File: config.mk
export PLATFORM = sky130hd
export DESIGN_NAME = dual_pedal_sensor_normalizer_top_flat
export DESIGN_NICKNAME = d
export VERILOG_FILES = /design/src/rtl/dps_pkg.sv /design/src/rtl/dps_if.sv /design/src/rtl/dps_datapath.sv /design/src/rtl/dps_ctrl.sv /design/src/rtl/dual_pedal_sensor_normalizer_top.sv /design/src/flat_wrapper.sv
export SDC_FILE = /design/constraint.sdc
export NUM_CORES = 1
export LEC_CHECK = 0
export ABC_CLOCK_PERIOD_IN_PS = 4900
export BUFFER_PORTS_ARGS = -buffer_cell sky130_fd_sc_hd__buf_2
export CAP_MARGIN = 20
export CELL_PAD_IN_SITES_DETAIL_PLACEMENT = 1
export CELL_PAD_IN_SITES_GLOBAL_PLACEMENT = 2
export CORE_UTILIZATION = 37
export CTS_BUF_LIST = sky130_fd_sc_hd__clkbuf_8
export DETAILED_ROUTE_END_ITERATION = 12
export GPL_TIMING_DRIVEN = 0
export PLACE_DENSITY_LB_ADDON = 0.08
export SETUP_SLACK_MARGIN = 0.1
export SYNTH_ARGS = -nofsm -noshare
export SYNTH_HDL_FRONTEND = slang
export SYNTH_SLANG_ARGS = --single-unit
File: constraint.sdc
create_clock -name clk -period 4.9 [get_ports clk]
set_input_delay 0.98 -clock clk [delete_from_list [all_inputs] [get_ports clk]]
set_output_delay 0.98 -clock clk [all_outputs]
set_load 0.1 [all_outputs]
File: src/rtl/dps_pkg.sv
// ----------------------------------------------------------------------------
// dps_pkg
// shared constants, register indexes, fault codes and control structs for the
// dual pedal sensor normalizer
// ----------------------------------------------------------------------------
package dps_pkg;

  localparam int SAMPLE_BITS_DEF         = 16;
  localparam int LEVEL_FRACTION_BITS_DEF = 16;
  localparam int CFG_INDEX_BITS          = 3;

  localparam logic [CFG_INDEX_BITS-1:0] REG_FLOOR     = 3'd0;
  localparam logic [CFG_INDEX_BITS-1:0] REG_CEIL      = 3'd1;
  localparam logic [CFG_INDEX_BITS-1:0] REG_START_MIN = 3'd2;
  localparam logic [CFG_INDEX_BITS-1:0] REG_START_MAX = 3'd3;
  localparam logic [CFG_INDEX_BITS-1:0] REG_A_LOW     = 3'd4;
  localparam logic [CFG_INDEX_BITS-1:0] REG_A_HIGH    = 3'd5;
  localparam logic [CFG_INDEX_BITS-1:0] REG_B_LOW     = 3'd6;
  localparam logic [CFG_INDEX_BITS-1:0] REG_B_HIGH    = 3'd7;

  localparam int DEF_FLOOR     = 1000;
  localparam int DEF_CEIL      = 4600;
  localparam int DEF_START_MIN = 1200;
  localparam int DEF_START_MAX = 4000;
  localparam int DEF_A_LOW     = 1000;
  localparam int DEF_A_HIGH    = 4600;
  localparam int DEF_B_LOW     = 500;
  localparam int DEF_B_HIGH    = 2300;

  localparam logic [1:0] FAULT_NONE     = 2'd0;
  localparam logic [1:0] FAULT_MISMATCH = 2'd1;
  localparam logic [1:0] FAULT_WINDOW   = 2'd2;

  typedef struct packed {
    logic load_in;
    logic decide;
    logic setup;
    logic div_step;
    logic load_out;
  } dps_cmd_t;

  typedef struct packed {
    logic need_div;
  } dps_status_t;

endpackage

File: src/rtl/dps_if.sv
// ----------------------------------------------------------------------------
// dps channel interfaces
// sample request channel, result channel and configuration write channel
// ----------------------------------------------------------------------------
interface dps_in_if #(
  parameter int SAMPLE_BITS = 16
);
  logic                   valid;
  logic                   ready;
  logic [SAMPLE_BITS-1:0] sensor_a_reading;
  logic [SAMPLE_BITS-1:0] sensor_b_reading;

  modport source (output valid, output sensor_a_reading, output sensor_b_reading,
                  input ready);
  modport sink (input valid, input sensor_a_reading, input sensor_b_reading,
                output ready);
endinterface

interface dps_out_if #(
  parameter int SAMPLE_BITS         = 16,
  parameter int LEVEL_FRACTION_BITS = 16
);
  logic                         valid;
  logic                         ready;
  logic [LEVEL_FRACTION_BITS:0] pedal_level_q16;
  logic [1:0]                   fault_kind;
  logic                         mismatch_sticky;
  logic                         window_sticky;
  logic [SAMPLE_BITS-1:0]       learned_min_out;
  logic [SAMPLE_BITS-1:0]       learned_max_out;

  modport source (output valid, output pedal_level_q16, output fault_kind,
                  output mismatch_sticky, output window_sticky,
                  output learned_min_out, output learned_max_out, input ready);
  modport sink (input valid, input pedal_level_q16, input fault_kind,
                input mismatch_sticky, input window_sticky,
                input learned_min_out, input learned_max_out, output ready);
endinterface

interface dps_cfg_if #(
  parameter int SAMPLE_BITS = 16,
  parameter int INDEX_BITS  = 3
);
  logic                   valid;
  logic                   ready;
  logic [INDEX_BITS-1:0]  index;
  logic [SAMPLE_BITS-1:0] data;

  modport source (output valid, output index, output data, input ready);
  modport sink (input valid, input index, input data, output ready);
endinterface

File: src/rtl/dps_datapath.sv
// ----------------------------------------------------------------------------
// dps_datapath
// plausibility checks, learned bounds, restoring divider and result register
// ----------------------------------------------------------------------------
module dps_datapath
  import dps_pkg::*;
#(
  parameter int SAMPLE_BITS         = SAMPLE_BITS_DEF,
  parameter int LEVEL_FRACTION_BITS = LEVEL_FRACTION_BITS_DEF
) (
  input  logic                         clk,
  input  logic                         rst,
  input  dps_cmd_t                     cmd,
  output dps_status_t                  status,
  input  logic [SAMPLE_BITS-1:0]       sensor_a_reading,
  input  logic [SAMPLE_BITS-1:0]       sensor_b_reading,
  input  logic                         cfg_write,
  input  logic [CFG_INDEX_BITS-1:0]    cfg_index,
  input  logic [SAMPLE_BITS-1:0]       cfg_data,
  output logic [LEVEL_FRACTION_BITS:0] pedal_level_q16,
  output logic [1:0]                   fault_kind,
  output logic                         mismatch_sticky,
  output logic                         window_sticky,
  output logic [SAMPLE_BITS-1:0]       learned_min_out,
  output logic [SAMPLE_BITS-1:0]       learned_max_out
);

  localparam int SW   = SAMPLE_BITS;
  localparam int LW   = LEVEL_FRACTION_BITS + 1;
  localparam int MULW = SAMPLE_BITS + 6;
  localparam logic [LW-1:0] LEVEL_ONE = {1'b1, {(LW-1){1'b0}}};

  logic [SW-1:0] floor_lim, ceil_lim, a_low, a_high, b_low, b_high;
  logic [SW-1:0] learned_min, learned_max;
  logic          mismatch_flag, window_flag;

  logic [SW-1:0] b_q;
  logic [SW:0]   diff_q;
  logic [SW:0]   v_q;
  logic          win_bad_q;
  logic [1:0]    kind_q;
  logic [SW-1:0] rem_q, den_q;
  logic [LW-1:0] level_q;

  logic [SW:0]   a_ext, twice_b, diff;
  logic [SW+1:0] v_sum;
  logic          win_bad;
  logic [MULW-1:0] prod;
  logic          mism;
  logic          fault, span_bad, v_low, v_full;
  logic [SW:0]   rem2;
  logic          ge;

  // sample screening at accept
  always_comb begin
    a_ext   = {1'b0, sensor_a_reading};
    twice_b = {sensor_b_reading, 1'b0};
    diff    = (a_ext >= twice_b) ? (a_ext - twice_b) : (twice_b - a_ext);
    v_sum   = {1'b0, a_ext} + {1'b0, twice_b};
    win_bad = (sensor_a_reading < a_low) || (sensor_a_reading > a_high) ||
              (sensor_b_reading < b_low) || (sensor_b_reading > b_high);
  end

  // 25 * diff against b
  always_comb begin
    prod = (MULW'(diff_q) << 4) + (MULW'(diff_q) << 3) + MULW'(diff_q);
    mism = prod > MULW'(b_q);
  end

  always_comb begin
    fault    = kind_q != FAULT_NONE;
    span_bad = learned_max <= learned_min;
    v_low    = v_q <= {1'b0, learned_min};
    v_full   = v_q >= {1'b0, learned_max};
    status.need_div = !fault && !span_bad && !v_low && !v_full;
    rem2 = {rem_q, 1'b0};
    ge   = rem2 >= {1'b0, den_q};
  end

  always_ff @(posedge clk) begin
    if (rst) begin
      floor_lim     <= SW'(DEF_FLOOR);
      ceil_lim      <= SW'(DEF_CEIL);
      a_low         <= SW'(DEF_A_LOW);
      a_high        <= SW'(DEF_A_HIGH);
      b_low         <= SW'(DEF_B_LOW);
      b_high        <= SW'(DEF_B_HIGH);
      learned_min   <= SW'(DEF_START_MIN);
      learned_max   <= SW'(DEF_START_MAX);
      mismatch_flag <= 1'b0;
      window_flag   <= 1'b0;
    end else begin
      if (cfg_write) begin
        case (cfg_index)
          REG_FLOOR:     floor_lim   <= cfg_data;
          REG_CEIL:      ceil_lim    <= cfg_data;
          REG_START_MIN: learned_min <= cfg_data;
          REG_START_MAX: learned_max <= cfg_data;
          REG_A_LOW:     a_low       <= cfg_data;
          REG_A_HIGH:    a_high      <= cfg_data;
          REG_B_LOW:     b_low       <= cfg_data;
          REG_B_HIGH:    b_high      <= cfg_data;
          default: ;
        endcase
      end
      if (cmd.decide) begin
        if (mism) begin
          mismatch_flag <= 1'b1;
        end else if (win_bad_q) begin
          window_flag <= 1'b1;
        end else begin
          if (v_q < {1'b0, learned_min}) begin
            learned_min <= (v_q < {1'b0, floor_lim}) ? floor_lim : v_q[SW-1:0];
          end
          if (v_q > {1'b0, learned_max}) begin
            learned_max <= (v_q > {1'b0, ceil_lim}) ? ceil_lim : v_q[SW-1:0];
          end
        end
      end
    end
  end

  always_ff @(posedge clk) begin
    if (cmd.load_in) begin
      b_q       <= sensor_b_reading;
      diff_q    <= diff;
      v_q       <= v_sum[SW+1:1];
      win_bad_q <= win_bad;
    end
    if (cmd.decide) begin
      kind_q <= mism ? FAULT_MISMATCH : (win_bad_q ? FAULT_WINDOW : FAULT_NONE);
    end
    if (cmd.setup) begin
      level_q <= (!fault && !span_bad && !v_low && v_full) ? LEVEL_ONE : '0;
      rem_q   <= v_q[SW-1:0] - learned_min;
      den_q   <= learned_max - learned_min;
    end
    if (cmd.div_step) begin
      rem_q   <= ge ? SW'(rem2 - {1'b0, den_q}) : rem2[SW-1:0];
      level_q <= {level_q[LW-2:0], ge};
    end
    if (cmd.load_out) begin
      pedal_level_q16 <= level_q;
      fault_kind      <= kind_q;
      mismatch_sticky <= mismatch_flag;
      window_sticky   <= window_flag;
      learned_min_out <= learned_min;
      learned_max_out <= learned_max;
    end
  end

endmodule

File: src/rtl/dps_ctrl.sv
// ----------------------------------------------------------------------------
// dps_ctrl
// sequencer for one sample: screen, decide, divider setup, divide, hand off
// ----------------------------------------------------------------------------
module dps_ctrl
  import dps_pkg::*;
#(
  parameter int LEVEL_FRACTION_BITS = LEVEL_FRACTION_BITS_DEF
) (
  input  logic        clk,
  input  logic        rst,
  input  logic        in_valid,
  output logic        in_ready,
  output logic        out_valid,
  input  logic        out_ready,
  output dps_cmd_t    cmd,
  input  dps_status_t status
);

  localparam int CW = $clog2(LEVEL_FRACTION_BITS);

  typedef enum logic [2:0] {
    ST_IDLE,
    ST_DECIDE,
    ST_SETUP,
    ST_DIVIDE,
    ST_FINISH
  } state_t;

  state_t        state;
  logic [CW-1:0] cnt;

  always_comb begin
    in_ready     = state == ST_IDLE;
    cmd.load_in  = (state == ST_IDLE) && in_valid;
    cmd.decide   = state == ST_DECIDE;
    cmd.setup    = state == ST_SETUP;
    cmd.div_step = state == ST_DIVIDE;
    cmd.load_out = (state == ST_FINISH) && (!out_valid || out_ready);
  end

  always_ff @(posedge clk) begin
    if (rst) begin
      state     <= ST_IDLE;
      out_valid <= 1'b0;
      cnt       <= '0;
    end else begin
      if (cmd.load_out) begin
        out_valid <= 1'b1;
      end else if (out_valid && out_ready) begin
        out_valid <= 1'b0;
      end
      case (state)
        ST_IDLE: begin
          if (in_valid) begin
            state <= ST_DECIDE;
          end
        end
        ST_DECIDE: begin
          state <= ST_SETUP;
        end
        ST_SETUP: begin
          cnt   <= '0;
          state <= status.need_div ? ST_DIVIDE : ST_FINISH;
        end
        ST_DIVIDE: begin
          if (cnt == CW'(LEVEL_FRACTION_BITS - 1)) begin
            state <= ST_FINISH;
          end else begin
            cnt <= cnt + 1'b1;
          end
        end
        ST_FINISH: begin
          if (cmd.load_out) begin
            state <= ST_IDLE;
          end
        end
        default: begin
          state <= ST_IDLE;
        end
      endcase
    end
  end

endmodule

File: src/rtl/dual_pedal_sensor_normalizer_top.sv
// ----------------------------------------------------------------------------
// dual_pedal_sensor_normalizer_top
// a taken request is registered, then passes decide, divider setup, the
// one-bit-per-cycle restoring divider (skipped on a fault or when no division
// is needed) and finish, which fills the output register once it is free;
// loading it frees the input side; no new request is taken before that
// reset: synchronous, restores register defaults, learned bounds and clears flags
// ----------------------------------------------------------------------------
module dual_pedal_sensor_normalizer_top
  import dps_pkg::*;
#(
  parameter int SAMPLE_BITS         = SAMPLE_BITS_DEF,
  parameter int LEVEL_FRACTION_BITS = LEVEL_FRACTION_BITS_DEF
) (
  input logic      clk,
  input logic      rst,
  dps_in_if.sink   samples,
  dps_out_if.source results,
  dps_cfg_if.sink  cfg
);

  dps_cmd_t    cmd;
  dps_status_t status;

  assign cfg.ready = 1'b1;

  dps_ctrl #(
    .LEVEL_FRACTION_BITS(LEVEL_FRACTION_BITS)
  ) u_ctrl (
    .clk       (clk),
    .rst       (rst),
    .in_valid  (samples.valid),
    .in_ready  (samples.ready),
    .out_valid (results.valid),
    .out_ready (results.ready),
    .cmd       (cmd),
    .status    (status)
  );

  dps_datapath #(
    .SAMPLE_BITS        (SAMPLE_BITS),
    .LEVEL_FRACTION_BITS(LEVEL_FRACTION_BITS)
  ) u_datapath (
    .clk              (clk),
    .rst              (rst),
    .cmd              (cmd),
    .status           (status),
    .sensor_a_reading (samples.sensor_a_reading),
    .sensor_b_reading (samples.sensor_b_reading),
    .cfg_write        (cfg.valid & cfg.ready),
    .cfg_index        (cfg.index),
    .cfg_data         (cfg.data),
    .pedal_level_q16  (results.pedal_level_q16),
    .fault_kind       (results.fault_kind),
    .mismatch_sticky  (results.mismatch_sticky),
    .window_sticky    (results.window_sticky),
    .learned_min_out  (results.learned_min_out),
    .learned_max_out  (results.learned_max_out)
  );

endmodule

File: src/flat_wrapper.sv
// flat-port wrapper written by rule: the top's interface ports become plain ports
module dual_pedal_sensor_normalizer_top_flat import dps_pkg::*;
#(
  parameter int SAMPLE_BITS         = SAMPLE_BITS_DEF,
  parameter int LEVEL_FRACTION_BITS = LEVEL_FRACTION_BITS_DEF
)
  (clk, rst, samples_valid, samples_sensor_a_reading, samples_sensor_b_reading, samples_ready, results_valid, results_pedal_level_q16, results_fault_kind, results_mismatch_sticky, results_window_sticky, results_learned_min_out, results_learned_max_out, results_ready, cfg_valid, cfg_index, cfg_data, cfg_ready);
  dps_in_if #(.SAMPLE_BITS(SAMPLE_BITS)) samples_i ();
  dps_out_if #(.SAMPLE_BITS(SAMPLE_BITS), .LEVEL_FRACTION_BITS(LEVEL_FRACTION_BITS)) results_i ();
  dps_cfg_if #(.SAMPLE_BITS(SAMPLE_BITS)) cfg_i ();
  input logic clk;
  input logic rst;
  input wire logic [$bits(samples_i.valid)-1:0] samples_valid;
  input wire logic [$bits(samples_i.sensor_a_reading)-1:0] samples_sensor_a_reading;
  input wire logic [$bits(samples_i.sensor_b_reading)-1:0] samples_sensor_b_reading;
  output wire logic [$bits(samples_i.ready)-1:0] samples_ready;
  output wire logic [$bits(results_i.valid)-1:0] results_valid;
  output wire logic [$bits(results_i.pedal_level_q16)-1:0] results_pedal_level_q16;
  output wire logic [$bits(results_i.fault_kind)-1:0] results_fault_kind;
  output wire logic [$bits(results_i.mismatch_sticky)-1:0] results_mismatch_sticky;
  output wire logic [$bits(results_i.window_sticky)-1:0] results_window_sticky;
  output wire logic [$bits(results_i.learned_min_out)-1:0] results_learned_min_out;
  output wire logic [$bits(results_i.learned_max_out)-1:0] results_learned_max_out;
  input wire logic [$bits(results_i.ready)-1:0] results_ready;
  input wire logic [$bits(cfg_i.valid)-1:0] cfg_valid;
  input wire logic [$bits(cfg_i.index)-1:0] cfg_index;
  input wire logic [$bits(cfg_i.data)-1:0] cfg_data;
  output wire logic [$bits(cfg_i.ready)-1:0] cfg_ready;
  assign samples_i.valid = samples_valid;
  assign samples_i.sensor_a_reading = samples_sensor_a_reading;
  assign samples_i.sensor_b_reading = samples_sensor_b_reading;
  assign samples_ready = samples_i.ready;
  assign results_valid = results_i.valid;
  assign results_pedal_level_q16 = results_i.pedal_level_q16;
  assign results_fault_kind = results_i.fault_kind;
  assign results_mismatch_sticky = results_i.mismatch_sticky;
  assign results_window_sticky = results_i.window_sticky;
  assign results_learned_min_out = results_i.learned_min_out;
  assign results_learned_max_out = results_i.learned_max_out;
  assign results_i.ready = results_ready;
  assign cfg_i.valid = cfg_valid;
  assign cfg_i.index = cfg_index;
  assign cfg_i.data = cfg_data;
  assign cfg_ready = cfg_i.ready;
  dual_pedal_sensor_normalizer_top #(.SAMPLE_BITS(SAMPLE_BITS), .LEVEL_FRACTION_BITS(LEVEL_FRACTION_BITS)) u_core (.clk(clk), .rst(rst), .samples(samples_i), .results(results_i), .cfg(cfg_i));
endmodule
==> run summary, run 1 <==
outcome -> finished clean
DP Cell Count -> 2907
Achievable Freq -> 0.207 GHz
Post-Route WL -> 66800 um
vias per cell -> 5.28
asr flop ratio synth -> 0
Final Non-Filler Cells -> 3044
wire per inst -> 22.0 um
startpoint types -> register
Tot Pwr -> 8.36 mW
number of synthesized flops with an enable pin -> 155
RSZ-0062 raised after global routing -> true
register area -> 7420 um2
FF+latch count, synth -> 293
Setup violations, final -> 0
Multi-input gate area -> 11100 um2
r2r setup slk -> 0.07 ns
vias in the first global route -> 16354
Layout Nets -> 2628
Reg-to-Reg Start -> u_core.u_datapath.diff_q[4]$_DFFE_PP_
fill count -> 6027
io pins -> 112
HP Class -> register to register
Clock Root Buffer -> clkbuf_8
combinational power share -> 0.327
Crit. End Element -> register
sw frac -> 0.347
Max Root-Sink Buffers -> 3
Initial Util -> 0.374
Clock power frac -> 0.329
Worst R2R Path Depth -> 22
Min Clock Period, post-route -> 4.83 ns
Period Utilization, post-route -> 0.986
max-slew violations -> 0
full die area -> 53900 um2
WHS -> 0.434 ns
GPL Wtd Cong -> 0.856
dominant synthesized flop cell -> edfxtp_1
H-Tree Depth -> 2
GR Overflow Total -> 0
worst relative slew slack -> 0.220
setup tns final -> 0 ns
Die Span Y -> 232 um
total track usage -> 0.246
initial antenna violation count -> 0
first-pass GRT wire length -> 99300 um
Synthesized Nets -> 2443
Clock Skews -> 0.0447 ns
drc violations -> 0
Critical R2R Capture -> u_core.u_datapath.learned_max[6]$_SDFF_PP0_
clk_lat worst skew -> 0.66 ns
Place WS -> -0.729 ns
CTS clock-pin slew for the worst setup and hold paths -> 0.07 ns
core area -> 52400 um2
1st-iter DRT viols -> 680
row count -> 84
layout cells sized above 1 -> 0.130
port bufs -> 89
CTS Hold Bufs -> 0
Antenna Nets Post-Route -> 0
Die W -> 232 um
worst vdd ir -> 0.000182 V
Critical Path End -> u_core.u_datapath.learned_max[6]$_SDFF_PP0_
CTS tree -> done
sequential group share of total power -> 0.344
synth unique cells -> 73
crit path DAT -> 5.36 ns
largest net degree at the start of global routing -> 40
post-detail-place hpwl -> 51300 um
P_int -> 5.46 mW
Final Hold Fails -> 0
clock sinks -> 293
max_cap viols -> 0
Switch Pwr -> 2.90 mW
CP Max Fanout -> 4
leakage power -> 9.87 nW
total CTS buffers -> 54
critical path startpoint -> u_core.u_datapath.diff_q[4]$_DFFE_PP_
post-synthesis area per instance -> 9.22 um2
Cells after Synth -> 2127
CP Class -> register to register
Detailed Routing Iterations Pass 1 -> 4
PD cells -> 367 nW/um2
Worst-Margin Slew -> 1.14 ns
vias -> 16062
Ys Warns -> 0
Ant. Diodes -> 0
slack of the critical path -> 0.0705 ns
post-synthesis sequential area ratio -> 0.378
mapped cell area -> 19600 um2
Area Overhead vs Synth -> 16.1%
CP required -> 5.43 ns
## metal layers
layer | GRT usage | up-vias | routed length, um
met3 | 0.0322 | 94 | 2350
met2 | 0.412 | 269 | 31500
li1 | - | 7849 | -
met4 | 0.0646 | 0 | 1500
met5 | 0 | - | 0
met1 | 0.332 | 7850 | 31500
## registers in the layout, indices dropped and copies added, names as in the netlist, 4 cells and up
name and cells:
u_core.u_datapath.level_q 17, u_core.u_datapath.learned_max 16, u_core.u_datapath.ceil_lim 16, u_core.u_ctrl.cnt 4, u_core.u_datapath.b_low 16, u_core.u_datapath.v_q 17
u_core.u_datapath.rem_q 16, u_core.u_datapath.floor_lim 16, u_core.u_datapath.learned_min 16, u_core.u_datapath.diff_q 17, u_core.u_datapath.learned_min_out 16, u_core.u_datapath.a_low 16
u_core.u_datapath.b_q 16, u_core.u_datapath.a_high 16, u_core.u_datapath.b_high 16, u_core.u_datapath.learned_max_out 16, u_core.u_datapath.pedal_level_q16 17, u_core.u_datapath.den_q 16
## cell usage after synthesis (all sizes together), types with 22 or more instances
master | n | area (um2)
a211oi | 24 | 180
dfxtp | 138 | 2760
a21oi | 168 | 841
a21o | 74 | 557
and3 | 25 | 161
ha | 240 | 3000
nand2b | 23 | 144
nand2 | 186 | 698
nor3 | 33 | 165
o21ai | 83 | 419
xnor2 | 52 | 455
inv | 236 | 886
mux2 | 24 | 285
nand4 | 31 | 194
edfxtp | 155 | 4650
mux2i | 68 | 681
o21a | 22 | 165
nor2 | 196 | 736
clkbuf | 79 | 299
## final cells by class
cell class / count / share of cell area
Clock inverter: 37 / 0.0174
Inverter: 236 / 0.0389
Multi-Input combinational cell: 1505 / 0.486
Clock buffer: 63 / 0.0381
Tap cell: 688 / 0.0378
Sequential cell: 293 / 0.326
Buffer: 93 / 0.0182
Timing Repair Buffer: 129 / 0.0379
## layout by cell type (no fill, tap or decap), drive strengths merged, types with 22 or more instances in the layout
master	n
a21oi	168
inv	239
nor3	33
edfxtp	155
and3	25
buf	139
xnor2	52
dfxtp	138
o21a	22
a211oi	24
a21o	74
nand2	186
nand2b	23
mux2i	68
ha	240
mux2	24
nand4	31
clkinv	24
nor2	196
clkbuf	145
o21ai	83
## power groups by stage
| stage | sequential (mW) | combinational (mW) | clock, mW |
|---|---|---|---|
| 2_1_floorplan | 2.89 | 1.73 | 0 |
| 3_3_place_gp | 2.94 | 2.34 | 0 |
| 3_5_place_dp | 2.93 | 2.44 | 0 |
| 4_1_cts | 2.88 | 2.56 | 2.82 |
| 5_1_grt | 2.89 | 3.02 | 2.92 |
| 6_report | 2.88 | 2.73 | 2.75 |
## cells by family after synthesis
kind of cell    count (synthesis)  synth area share
fa+ha+maj                     260             0.174
simple gates                  582             0.136
other cells                     1          0.000191
mux                            92            0.0492
flops                         293             0.378
compound gates                498             0.166
xor+xnor                       72            0.0321
buf+inv                       329            0.0647
## per-stage QoR
step / area (um2) / util
3_5_place_dp: 21000 / 0.400
2_1_floorplan: 19600 / -
3_3_place_gp: 20900 / 0.399
6_report: 22800 / 0.434
5_1_grt: 22800 / 0.434
4_1_cts: 22500 / 0.428
## worst max-delay path, stage by stage (launching register included)
cell       delay (ns)
edfxtp_1         0.45
fa_1             0.56
ha_4             0.20
fa_2             0.36
a21o_1           0.18
a21oi_2          0.17
buf_4            0.13
buf_4            0.11
o21bai_1         0.09
a21oi_2          0.16
xnor2_1          0.10
ha_1             0.31
nand3_2          0.09
nor2_4           0.13
and3_4           0.20
nor2_2           0.05
a2111oi_4        0.27
o311ai_4         0.23
buf_4            0.20
nor4_4           0.13
buf_6            0.17
buf_6            0.12
mux2_2           0.33
## worst min path at each step
| stage | from | endpoint | slack (ns) | cells after the start |
|---|---|---|---|---|
| 6_report | u_core.u_datapath.learned_min[4]$_SDFF_PP1_ | u_core.u_datapath.learned_min_out[4]$_DFFE_PP_ | 0.43 | 0 |
| 2_1_floorplan | u_core.u_datapath.level_q[16]$_DFFE_PP_ | u_core.u_datapath.pedal_level_q16[16]$_DFFE_PP_ | 0.40 | 0 |
| 3_5_place_dp | u_core.u_datapath.learned_min[4]$_SDFF_PP1_ | u_core.u_datapath.learned_min_out[4]$_DFFE_PP_ | 0.42 | 0 |
| 3_3_place_gp | u_core.u_datapath.level_q[16]$_DFFE_PP_ | u_core.u_datapath.pedal_level_q16[16]$_DFFE_PP_ | 0.40 | 0 |
| 5_1_grt | u_core.u_datapath.learned_min[4]$_SDFF_PP1_ | u_core.u_datapath.learned_min_out[4]$_DFFE_PP_ | 0.44 | 0 |
| 4_1_cts | u_core.u_datapath.learned_min[4]$_SDFF_PP1_ | u_core.u_datapath.learned_min_out[4]$_DFFE_PP_ | 0.43 | 0 |
## timing repair
action | CTS | global route
resized for setup | 23 | 21
hold endpoints to repair | 0 | 0
pin swaps | 20 | 32
setup buffers | 18 | 15
cloned | 0 | 3
endpoints found under the setup margin | 36 | 36
Note: power is estimated with default switching activity, not from simulation.
==> run 2: changes to the inputs <==
--- a/config.mk
+++ b/config.mk
@@ -13,3 +13,3 @@
 export CORE_UTILIZATION = 37
-export CTS_BUF_LIST = sky130_fd_sc_hd__clkbuf_8
+export CTS_BUF_LIST = sky130_fd_sc_hd__clkbuf_4
 export DETAILED_ROUTE_END_ITERATION = 12
==> constraint.sdc (replaced) <==
create_clock -name clk -period 4.9 [get_ports clk]
set_input_delay 0 -clock clk [delete_from_list [all_inputs] [get_ports clk]]
set_output_delay 0 -clock clk [all_outputs]
set_load 0.1 [all_outputs]
==> run summary, run 2 (synthesized netlist as in run 1, its figures left out) <==
outcome -> finished clean (unchanged)
H-Tree Depth -> 3 (was 2)
Die W -> 232 um (unchanged)
CP required -> 5.63 ns (was 5.43 ns)
DP Cell Count -> 2907 (unchanged)
Layout Nets -> 2716 (was 2628)
io pins -> 112 (unchanged)
row count -> 84 (unchanged)
Tot Pwr -> 8.04 mW (was 8.36 mW)
clk_lat worst skew -> 0.86 ns (was 0.66 ns)
PD cells -> 346 nW/um2 (was 367 nW/um2)
most common cell after layout, fill and taps aside -> ha_1 (was inv_1)
Cell Chain, Critical Path -> fa_1, ha_2, fa_2, a21o_1, a21oi_2, o21bai_1, a21o_1, a21oi_2, nor2_1, nor2_1, xnor2_1, ha_1, nand2_2, nor2_2, and3_4, nor2_2, a2111oi_4, o311ai_4, a2111oi_4, buf_6, buf_8, nor3_1, a31o_2 (was fa_1, ha_4, fa_2, a21o_1, a21oi_2, buf_4, buf_4, o21bai_1, a21oi_2, xnor2_1, ha_1, nand3_2, nor2_4, and3_4, nor2_2, a2111oi_4, o311ai_4, buf_4, nor4_4, buf_6, buf_6, mux2_2)
vias -> 16526 (was 16062)
combinational power share -> 0.337 (was 0.327)
largest net degree at the start of global routing -> 40 (unchanged)
Die Span Y -> 232 um (unchanged)
first-pass GRT wire length -> 101000 um (was 99300 um)
Crit. End Element -> register (unchanged)
Period Utilization, post-route -> 0.979 (was 0.986)
leakage power -> 10.1 nW (was 9.87 nW)
1st-iter DRT viols -> 759 (was 680)
core area -> 52400 um2 (unchanged)
Final Non-Filler Cells -> 3155 (was 3044)
total track usage -> 0.251 (was 0.246)
layout cells sized above 1 -> 0.134 (was 0.130)
CTS tree -> done (unchanged)
sw frac -> 0.365 (was 0.347)
Detailed Routing Iterations Pass 1 -> 5 (was 4)
Setup violations, final -> 0 (unchanged)
register area -> 7420 um2 (unchanged)
Switch Pwr -> 2.93 mW (was 2.90 mW)
Multi-input gate area -> 11100 um2 (about the same)
initial antenna violation count -> 2 (was 0)
slowest CP cell -> fa_1 (unchanged)
Area Overhead vs Synth -> 18.4% (was 16.1%)
worst vdd ir -> 0.000126 V (was 0.000182 V)
post-detail-place hpwl -> 51300 um (unchanged)
GR Overflow Total -> 0 (unchanged)
port bufs -> 89 (unchanged)
max-slew violations -> 0 (unchanged)
HP Class -> input pin to register (was register to register)
CP Max Fanout -> 10 (was 4)
total CTS buffers -> 86 (was 54)
WHS -> 0.0848 ns (was 0.434 ns)
Post-Route WL -> 67600 um (was 66800 um)
fill count -> 6085 (was 6027)
Initial Util -> 0.374 (unchanged)
P_int -> 5.11 mW (was 5.46 mW)
r2r setup slk -> 0.10 ns (was 0.07 ns)
Clock Root Buffer -> clkbuf_4 (was clkbuf_8)
GPL Wtd Cong -> 0.856 (unchanged)
crit path DAT -> 5.53 ns (was 5.36 ns)
most frequent cells in the layout -> ha_1 (238), inv_1 (236), nor2_1 (191) (was inv_1 (239), ha_1 (237), nor2_1 (190))
drc violations -> 0 (unchanged)
Worst-Margin Slew -> 1.09 ns (was 1.14 ns)
clock sinks -> 293 (unchanged)
Antenna Nets Post-Route -> 0 (unchanged)
RSZ-0062 raised after global routing -> true (unchanged)
Final Hold Fails -> 0 (unchanged)
max incr delay on CP -> 0.50 ns (was 0.56 ns)
Clock Skews -> 0.121 ns (was 0.0447 ns)
CTS clock-pin slew for the worst setup and hold paths -> 0.08 ns (was 0.07 ns)
Achievable Freq -> 0.208 GHz (was 0.207 GHz)
sequential group share of total power -> 0.358 (was 0.344)
worst relative slew slack -> 0.272 (was 0.220)
wire per inst -> 21.4 um (was 22.0 um)
Max Root-Sink Buffers -> 3 (unchanged)
vias per cell -> 5.24 (was 5.28)
Min Clock Period, post-route -> 4.80 ns (was 4.83 ns)
vias in the first global route -> 17038 (was 16354)
CP Class -> register to register (unchanged)
startpoint types -> register (unchanged)
max_cap viols -> 0 (unchanged)
full die area -> 53900 um2 (unchanged)
Clock power frac -> 0.305 (was 0.329)
==> run 2: timing repair <==
item                                   CTS  global route
resized for setup                       23            31
cloned                                   0             1
endpoints found under the hold margin  181             0
hold buffers                            63             0
setup endpoints to repair               36            36
pin swaps                               19            19
setup buffers                           17            11
==> run 2: metal layers <==
| layer | global-route usage | up-vias | routed length [um] |
|---|---|---|---|
| met5 | 0 | - | 0 |
| met4 | 0.0841 | 0 | 1560 |
| met3 | 0.0339 | 97 | 2420 |
| met2 | 0.416 | 286 | 31900 |
| met1 | 0.335 | 8075 | 31800 |
| li1 | - | 8068 | - |
==> run 2: power by group through the flow <==
stage	Clock, mW	Combinational [mW]	Sequential [mW]
after floorplan	0	1.73	2.89
after CTS	2.52	2.57	2.88
after global placement	0	2.34	2.94
after global routing	2.64	3.00	2.89
final	2.45	2.71	2.88
after detailed placement	0	2.44	2.93
==> run 2: area by class of cell <==
class                           instances  area share
Multi-Input combinational cell       1505       0.478
Sequential cell                       293       0.319
Timing Repair Buffer                  185      0.0621
Inverter                              236      0.0382
Clock buffer                          115      0.0372
Tap cell                              688      0.0371
Buffer                                 93      0.0178
Clock inverter                         38      0.0103
Antenna cell                            2    0.000216
==> run 2: stage by stage <==
step | cell area [um2] | setup WS, ns | utilization | setup TNS (ns)
global route | 23200 | -0.114 | 0.443 | -1.90
finish | 23200 | 0.101 | 0.443 | 0
floorplan | 19600 | 0.136 | - | 0
detailed placement | 21000 | -0.729 | 0.400 | -19.69
CTS | 22900 | 0.0733 | 0.437 | 0
global placement | 20900 | -0.627 | 0.399 | -15.89
==> run 2: path summary, 6_finish.rpt <==
| path | from | to | cells past startpoint |
|---|---|---|---|
| worst min register to register | u_core.u_datapath.learned_min[10]$_SDFF_PP1_ | u_core.u_datapath.learned_min_out[10]$_DFFE_PP_ | 0 |
| worst min-delay path | samples_sensor_a_reading[11] | u_core.u_datapath.v_q[11]$_DFFE_PP_ | 5 |
| worst max register to register | u_core.u_datapath.diff_q[1]$_DFFE_PP_ | u_core.u_datapath.learned_min[15]$_SDFF_PP0_ | 23 |
| worst max-delay path | u_core.u_datapath.diff_q[1]$_DFFE_PP_ | u_core.u_datapath.learned_min[15]$_SDFF_PP0_ | 23 |
==> run 2: critical path, delay by kind of cell (launching register included) <==
kind            cells  cell delay (ns)
xor+xnor            1             0.10
buf+inv             2             0.34
fa+ha+maj           4             1.39
simple gates        7             0.60
compound gates      9             1.83
flops               1             0.46
==> run 3: changes to the inputs <==
==> constraint.sdc (replaced) <==
create_clock -name clk -period 4.9 [get_ports clk]
set_input_delay 0.245 -clock clk [delete_from_list [all_inputs] [get_ports clk]]
set_output_delay 0.245 -clock clk [all_outputs]
set_load 0.1 [all_outputs]
==> run summary, run 3 (synthesized netlist as in run 1, its figures left out) <==
outcome -> finished clean (unchanged)
Crit. End Element -> register (unchanged)
HP Class -> input pin to register (unchanged)
Final Non-Filler Cells -> 3125 (was 3155)
CTS tree -> done (unchanged)
Post-Route WL -> 67400 um (was 67600 um)
combinational power share -> 0.336 (was 0.337)
Place WS -> -0.729 ns (unchanged)
leakage power -> 9.95 nW (was 10.1 nW)
Final Hold Fails -> 0 (unchanged)
startpoint types -> register (unchanged)
Global Route met2 Usage -> 0.415 (was 0.416)
PD cells -> 350 nW/um2 (was 346 nW/um2)
Detailed Routing Iterations Pass 1 -> 5 (unchanged)
CP Max Fanout -> 10 (unchanged)
total CTS buffers -> 86 (unchanged)
Worst-Margin Slew -> 1.09 ns (about the same)
CP required -> 5.63 ns (about the same)
full die area -> 53900 um2 (unchanged)
Post-DP Area -> 21000 um2 (unchanged)
row count -> 84 (unchanged)
most common cell after layout, fill and taps aside -> ha_1 (unchanged)
Die W -> 232 um (unchanged)
Achievable Freq -> 0.208 GHz (about the same)
layout cells sized above 1 -> 0.136 (was 0.134)
GR Overflow Total -> 0 (unchanged)
Setup violations, final -> 0 (unchanged)
Max Root-Sink Buffers -> 3 (unchanged)
clock sinks -> 293 (unchanged)
met3 GRT Util -> 0.0340 (was 0.0339)
initial antenna violation count -> 2 (unchanged)
Period Utilization, post-route -> 0.979 (about the same)
total track usage -> 0.250 (was 0.251)
max_cap viols -> 0 (unchanged)
CP Class -> register to register (unchanged)
crit path DAT -> 5.53 ns (about the same)
first-pass GRT wire length -> 101000 um (about the same)
max-slew violations -> 0 (unchanged)
DP Cell Count -> 2907 (unchanged)
Layout Nets -> 2686 (was 2716)
vias in the first global route -> 16895 (was 17038)
io pins -> 112 (unchanged)
CTS clock-pin slew for the worst setup and hold paths -> 0.06 ns (was 0.08 ns)
vias per cell -> 5.24 (about the same)
most frequent cells in the layout -> ha_1 (238), inv_1 (236), nor2_1 (191) (unchanged)
GPL Wtd Cong -> 0.856 (unchanged)
fill count -> 6096 (was 6085)
drc violations -> 0 (unchanged)
Most Crowded Layer GR -> met2 (unchanged)
post-detail-place hpwl -> 51300 um (unchanged)
port bufs -> 89 (unchanged)
sequential group share of total power -> 0.359 (was 0.358)
met1 GRT Util -> 0.333 (was 0.335)
largest net degree at the start of global routing -> 40 (unchanged)
core area -> 52400 um2 (unchanged)
Clock power frac -> 0.305 (about the same)
slack of the critical path -> 0.101 ns (about the same)
sw frac -> 0.365 (about the same)
Switch Pwr -> 2.92 mW (was 2.93 mW)
Area Overhead vs Synth -> 16.8% (was 18.4%)
worst vdd ir -> 0.000152 V (was 0.000126 V)
Final Core Density -> 0.437 (was 0.443)
Finished Cell Area -> 22900 um2 (was 23200 um2)
Die Span Y -> 232 um (unchanged)
RSZ-0062 raised after global routing -> true (unchanged)
H-Tree Depth -> 3 (unchanged)
wire per inst -> 21.6 um (was 21.4 um)
Clock Root Buffer -> clkbuf_4 (unchanged)
Initial Util -> 0.374 (unchanged)
clk_lat worst skew -> 0.86 ns (about the same)
Antenna Nets Post-Route -> 0 (unchanged)
Worst R2R Path Depth -> 23 (unchanged)
Min Clock Period, post-route -> 4.80 ns (about the same)
worst relative slew slack -> 0.273 (was 0.272)
1st-iter DRT viols -> 736 (was 759)
Cells on Worst Hold Path -> 3 (was 5)
vias -> 16372 (was 16526)
Clock Skews -> 0.124 ns (was 0.121 ns)
P_int -> 5.09 mW (was 5.11 mW)
-- run 3: cell count changes in the layout (fill, tap and decap cells not counted), sizes merged --
cell,previous run,this run
dlygate4sd3,63,33
-- run 3: layout make-up --
cell class                      instances  area, um2  share of cell area
Sequential cell                       293       7420               0.324
Clock buffer                          115        863              0.0377
Antenna cell                            2       5.00            0.000218
Timing Repair Buffer                  155       1140              0.0498
Multi-Input combinational cell       1505      11100               0.484
Buffer                                 93        414              0.0181
Tap cell                              688        861              0.0376
Inverter                              236        886              0.0387
Clock inverter                         38        239              0.0104
-- run 3: power groups by stage --
| stage | Sequential, mW | Clock (mW) | Combinational (mW) |
|---|---|---|---|
| after floorplan | 2.89 | 0 | 1.73 |
| after global placement | 2.94 | 0 | 2.34 |
| after detailed placement | 2.93 | 0 | 2.44 |
| after CTS | 2.88 | 2.52 | 2.55 |
| after global routing | 2.89 | 2.64 | 2.98 |
| final | 2.88 | 2.44 | 2.69 |
-- run 3: path summary, 6_finish.rpt --
check,startpoint,endpoint,slack (ns)
worst min register to register,u_core.u_datapath.learned_min[10]$_SDFF_PP1_,u_core.u_datapath.learned_min_out[10]$_DFFE_PP_,0.43
worst max-delay path,u_core.u_datapath.diff_q[1]$_DFFE_PP_,u_core.u_datapath.learned_min[15]$_SDFF_PP0_,0.10
worst min-delay path,cfg_data[12],u_core.u_datapath.floor_lim[12]$_SDFFE_PP0P_,0.08
worst max register to register,u_core.u_datapath.diff_q[1]$_DFFE_PP_,u_core.u_datapath.learned_min[15]$_SDFF_PP0_,0.10
-- run 3: routing by layer --
metal  wire [um]  share of wire
met1       31800           0.47
met2       31600           0.47
met4        1560          0.023
met5           0              0
met3        2460          0.037
-- run 3: timing repair --
item,4_1_cts,5_1_grt
buffers inserted,17,11
gates resized for setup,23,31
endpoints found under the setup margin,36,36
hold buffers,33,0
cloned,0,1
hold endpoints to repair,64,0
pin swaps,19,19
-- run 3: critical path, cell delays in order, from the launching register on --
cell and delay (ns):
edfxtp_1 0.46, fa_1 0.50, ha_2 0.21, fa_2 0.37, a21o_1 0.18, a21oi_2 0.18
o21bai_1 0.09, a21o_1 0.19, a21oi_2 0.12, nor2_1 0.05, nor2_1 0.11, xnor2_1 0.10
ha_1 0.31, nand2_2 0.06, nor2_2 0.09, and3_4 0.19, nor2_2 0.05, a2111oi_4 0.27
o311ai_4 0.23, a2111oi_4 0.33, buf_6 0.20, buf_8 0.14, nor3_1 0.05, a31o_2 0.24
-- run 3: stage by stage --
step / setup TNS, ns / power (mW) / hold slack [ns]
after detailed placement: -19.69 / 5.37 / 0.417
final: 0 / 8.01 / 0.0788
after global placement: -15.89 / 5.28 / 0.405
after floorplan: 0 / 4.62 / 0.344
after global routing: -1.89 / 8.51 / 0.0143
after CTS: 0 / 7.96 / 0.00195
